**src/lbe_pkg.sv**
```systemverilog
package lbe_pkg;

  localparam int CODE_BITS  = 12;
  localparam int DICT_DEPTH = 3840;
  localparam int DICT_AW    = $clog2(DICT_DEPTH);
  localparam int SLOT_BITS  = CODE_BITS;
  localparam int SLOT_COUNT = 1 << SLOT_BITS;
  localparam int KEY_BITS   = CODE_BITS + 8;
  localparam int NEXT_BITS  = CODE_BITS + 1;

  localparam int FIRST_INT  = 256;
  localparam int LIMIT_INT  = ((FIRST_INT + DICT_DEPTH) < (1 << CODE_BITS)) ?
                              (FIRST_INT + DICT_DEPTH) : (1 << CODE_BITS);

  localparam logic [NEXT_BITS-1:0] FIRST_CODE = NEXT_BITS'(FIRST_INT);
  localparam logic [NEXT_BITS-1:0] CODE_LIMIT = NEXT_BITS'(LIMIT_INT);

  typedef struct packed {
    logic [7:0] data_byte;
    logic       last_byte;
  } in_t;

  typedef struct packed {
    logic [CODE_BITS-1:0] code;
    logic                 end_of_stream;
  } out_t;

  typedef struct packed {
    logic [SLOT_BITS-1:0] slot;
    logic [KEY_BITS-1:0]  key;
  } dict_ent_t;

  typedef struct packed {
    logic                 en;
    logic [SLOT_BITS-1:0] addr;
    logic [CODE_BITS-1:0] data;
  } slot_wr_t;

  typedef struct packed {
    logic               en;
    logic [DICT_AW-1:0] addr;
    dict_ent_t          data;
  } dict_wr_t;

  function automatic logic [SLOT_BITS-1:0] slot_hash(input logic [CODE_BITS-1:0] prefix,
                                                     input logic [7:0] data_byte);
    logic [SLOT_BITS-1:0] mix;
    mix = SLOT_BITS'({data_byte, 4'h0}) ^ SLOT_BITS'({data_byte[3:0], data_byte[7:4]});
    return SLOT_BITS'(prefix) ^ mix;
  endfunction

endpackage

```
**src/lbe_out_buf.sv**
```systemverilog
// Two-entry result queue; takes up to two results per cycle.
module lbe_out_buf (
  input  logic          clk_i,
  input  logic          rst_ni,
  input  logic [1:0]    push_n_i,
  input  lbe_pkg::out_t push0_i,
  input  lbe_pkg::out_t push1_i,
  output logic [1:0]    free_o,
  output logic          out_valid_o,
  input  logic          out_ready_i,
  output lbe_pkg::out_t out_data_o
);

  lbe_pkg::out_t ent_q [2];
  lbe_pkg::out_t ent_d [2];
  logic [1:0]    cnt_q, cnt_d;
  logic [1:0]    base;

  always_comb begin
    ent_d = ent_q;
    base  = cnt_q;
    if (out_valid_o && out_ready_i) begin
      ent_d[0] = ent_q[1];
      base     = cnt_q - 2'd1;
    end
    if (push_n_i != 2'd0) begin
      ent_d[base[0]] = push0_i;
    end
    if (push_n_i == 2'd2) begin
      ent_d[1] = push1_i;
    end
    cnt_d = base + push_n_i;
  end

  always_ff @(posedge clk_i or negedge rst_ni) begin
    if (!rst_ni) begin
      cnt_q <= 2'd0;
    end else begin
      cnt_q <= cnt_d;
    end
  end

  always_ff @(posedge clk_i) begin
    ent_q <= ent_d;
  end

  assign free_o      = 2'd2 - cnt_q;
  assign out_valid_o = (cnt_q != 2'd0);
  assign out_data_o  = ent_q[0];

endmodule

```
**config.mk**
```make
export PLATFORM = sky130hd
export DESIGN_NAME = lbe_out_buf
export DESIGN_NICKNAME = d
export VERILOG_FILES = /design/src/lbe_pkg.sv /design/src/lbe_out_buf.sv
export SDC_FILE = /design/constraint.sdc
export NUM_CORES = 1
export LEC_CHECK = 0
export ABC_AREA = 1
export BUFFER_PORTS_ARGS = -buffer_cell sky130_fd_sc_hd__buf_2
export CORE_ASPECT_RATIO = 0.75
export CORE_MARGIN = 3
export CORE_UTILIZATION = 35
export CTS_CLUSTER_SIZE = 16
export DETAILED_ROUTE_END_ITERATION = 16
export SYNTH_ARGS = -nofsm -noshare
export SYNTH_HDL_FRONTEND = slang
export SYNTH_SLANG_ARGS = --single-unit
```
**constraint.sdc**
```tcl
create_clock -name clk_i -period 3.19 [get_ports clk_i]
set_input_delay 0.638 -clock clk_i [delete_from_list [all_inputs] [get_ports clk_i]]
set_output_delay 0.638 -clock clk_i [all_outputs]
set_load 0.005 [all_outputs]
```
After elaboration in Yosys (flattened, before gate mapping)
Cells that the tools add are included.
W data, S select, Z words.
Word-level totals
  register bits: 28
  bits of input ports: 31
  output and inout port bits: 16
Operators by class
  $add $sub $neg: 3
  magnitude comparators: 2
  equality and inequality tests: 1
  mux-type cells: 7
  bitwise operators: 1
  reductions and logical operators: 5
Operators by type and width (number)
  $mux W13: 3
  $bwmux W26: 1
  $mux W26: 1
  $demux W13 S1: 1
  $reduce_bool A2 Y1: 3
  $add A2 B2 Y2: 1
  $eq A2 B2 Y1 const B: 1
  $ge A2 B2 Y1 const B: 1
  $logic_and A1 B1 Y1: 2
  $lt A2 B1 Y1 const B: 1
  $mux W2: 1
  $not A1 Y2: 1
  $sub A2 B1 Y2 const B: 1
  $sub A2 B2 Y2 const A: 1

Longest topological paths before layout
  depth in word-level cells: 11
  gate-level depth with buffers: 13

Least setup slack after synthesis
Ideal clock, no wire load.
  path kind: input -> register
  from: input port out_ready_i
  to: register ent_q[0] (netlist bit) (enable)
  library setup time: 0.389 ns
  data arrival time: 1.941 ns
  path slack: 0.860 ns
  stages on the path: 5
  buffers on the path: 2
  cell sequence: buf_4 > nand3_1 > nand2_2 > buf_4 > mux2i_1
RTL lines
  start, declared: line lbe_out_buf.sv:10  | input logic out_ready_i,
  end signal, assigned: line lbe_out_buf.sv:44  | ent_q <= ent_d;
  end, declared: line lbe_out_buf.sv:14  | lbe_pkg::out_t ent_q [2];

==> results.yml <==
outcome:
  outcome: "complete, no violations"
sta:
  timing.final.max_slew_violations: 0
  timing.setup.tns_ps: 0
  rsz0062_at_grt: "false"
  tightestPinTransition_ps: 941
  finalWorstPathRequiredPeriod_ps: 2520
  max-slew-margin-rel_pct: 37.0
  min_period_over_period_pct: 78.9
  post-route-worst-setup-slack_ps: 674
  timing_hold_violations_final: 0
  achievable-frequency_ghz: 0.397
  clock_skew_ps: 5.12
  hold_slack_ps: 126
  setup-violations-final: 0
floorplan:
  num_io_pins: 47
  dieArea_um2: 5270
  rows: 20
  design.core.area_um2: 4150
  initial_core_util_pct: 37.3
  die_x_um: 82.9
  chipHeight_um: 63.6
yosys:
  flip_flop_cell_with_the_highest_count_after_synthesis: "edfxtp_1"
  ys_seq_elements: 28
  synth.net_count: 231
  synthesis.area_um2: 1550
  netlist-cell-type-count: 19
  post_synth_main_area_contributors: "edfxtp_1, nand2_1, dfxtp_1"
  synth-warning-count: 0
  synth-edff-count: 13
  syn-mean-instance-area_um2: 7.83
  synth.most_common_cell: "nand2_1"
  synth.cells.most_frequent: "nand2_1, nand3_1, buf_4"
  post_synth_inst_count: 198
  seq_area_frac_synth_pct: 45.2
  synthArstFlopShare_pct: 7.14
  synthDominantCellAreaShare_pct: 25.2
  netlist.top_cell.by_area: "edfxtp_1"
layout:
  finish.net_count: 258
  final-seq-area_um2: 701
  post-route-cell-area_um2: 1730
  post_route_cells_drive_above_1_share_pct: 25.4
  multi_input_comb_area_um2: 633
  insertedDiodeCount: 0
  number_of_fill_cells_in_the_layout: 470
  layout.core_utilization_pct: 41.6
  areaGrowthSynthToFinish_pct: 11.4
clock_tree:
  clock_tree.buffer_depth: 2
  cts.root.buffer_cell: "clkbuf_8"
  clk_latency_ps: 270
  cts_max_level: 1
  clock-sinks: 28
  clk_pin_slew_worst_paths_ps: 90
  postCtsHoldBufs: 0
  tritoncts: "built"
  cts.repair.resized: 0
  cts_inserted_buffers: 3
  cts_setup_buffers: 0
setup_path:
  critPathRequiredTime_ps: 3180
  worstSetupEndpointType: "flip-flop"
  criticalPathCategory: "flip-flop to flip-flop"
  critPathArrivalTime_ps: 2510
  startpoint_type: "flip-flop"
  worstPathMaxFanout: 18
pwr:
  static-leakage-power_nw: 0.921
  p_per_area_nw_per_um2: 845
  power.ir.vdd_worst_mv: 0.322
routing:
  wire_per_inst_um: 13.2
  antenna_violating_nets_post_route: 0
  vias: 1301
  vias_per_cell: 4.66
  dr.first_iter.drc_count: 57
  drt_wl_total_um: 3670
  drt-pass1-iter-count: 4
  drc_errors: 0
place:
  dp_hpwl_um: 2690
  place_ws_ps: 682
  numPortBuffers: 46
  routabilityCongestion: 0.752
  placement.cell_area_um2: 1680
hold_path:
  min_path_type: "primary input to async pin"
grt:
  grt.overflow.total: 0
  global_route.usage.total_pct: 14.9
  grt_pass1_vias: 1294
  grt_pass1_wl_um: 6290
  grt_max_degree: 19
  antenna_found_initial: 0
job:
  cap_violations: 0
[through the flow]
stage	cells	total power [mW]
3_3_place_gp	275	1.27
6_report	279	1.46
2_1_floorplan	198	1.18
3_5_place_dp	275	1.28
4_1_cts	279	1.48
5_1_grt	279	1.61
[power breakdown]
part           internal, mW  switching (mW)
registers             0.547          0.0599
logic                 0.243           0.417
clock network        0.0864           0.106
[registers in the layout, summed over array words and instances (netlist names)]
signal / cells
cnt_q: 2
ent_q: 13
out_data_o: 13
[cell families after synthesis]
family	count (synthesis)	share of synthesized area, %
xor+xnor	1	0.565
fa+ha+maj	2	1.61
buf+inv	34	14.0
flops	28	45.2
mux	1	0.646
simple gates	132	38.0
[path summary, 6_finish.rpt]
check	startpoint	end	slack [ps]	cells past startpoint
worst max-delay path	cnt_q[0]$_DFF_PN0_	ent_q[5]$_DFFE_PP_	670	8
worst min-delay path	rst_ni	cnt_q[1]$_DFF_PN0_	130	1
worst max register to register	cnt_q[0]$_DFF_PN0_	ent_q[5]$_DFFE_PP_	670	8
worst min register to register	out_data_o[7]$_DFF_P_	out_data_o[7]$_DFF_P_	540	4
max in group asynchronous	rst_ni	cnt_q[0]$_DFF_PN0_	2970	1
min in group clk_i	out_data_o[7]$_DFF_P_	out_data_o[7]$_DFF_P_	540	4
[cell type report]
type | count | area share (%)
tap | 55 | 3.99
timing repair buffer | 49 | 14.6
clock buffer | 3 | 2.39
clock inverter | 1 | 0.217
inverter | 7 | 1.52
multi-input combinational | 136 | 36.7
sequential | 28 | 40.6
[critical path: stages, from the launching register on]
cell,delay [ps]
dfrtp_1,400
inv_1,90
ha_1,210
inv_2,240
nand2_2,280
nand2_2,320
nand2_2,260
mux2i_1,240
buf_4,200
[cell usage in the layout (no fill, tap or decap)]
master    count
ha_1          2
nand4_1      13
nand2_1      83
nand3_4       1
or2_1         1
nor2_1        1
buf_2        46
nand3_1      30
clkbuf_8      3
dfxtp_1      13
nand2_2       3
inv_1         6
buf_4         3
dfrtp_1       2
mux2i_1       1
inv_2         1
xor2_1        1
edfxtp_1     13
clkinv_1      1
[metal layers]
layer	wire, um	GRT usage, %	part of all wire (%)	vias to the layer above
li1	-	-	-	690
met1	1820	20.0	49	575
met2	1650	24.2	45	34
met3	180	3.66	4.9	2
met4	29	3.06	0.79	0
met5	0	0	0	-
(Power assumes the default switching activity.)
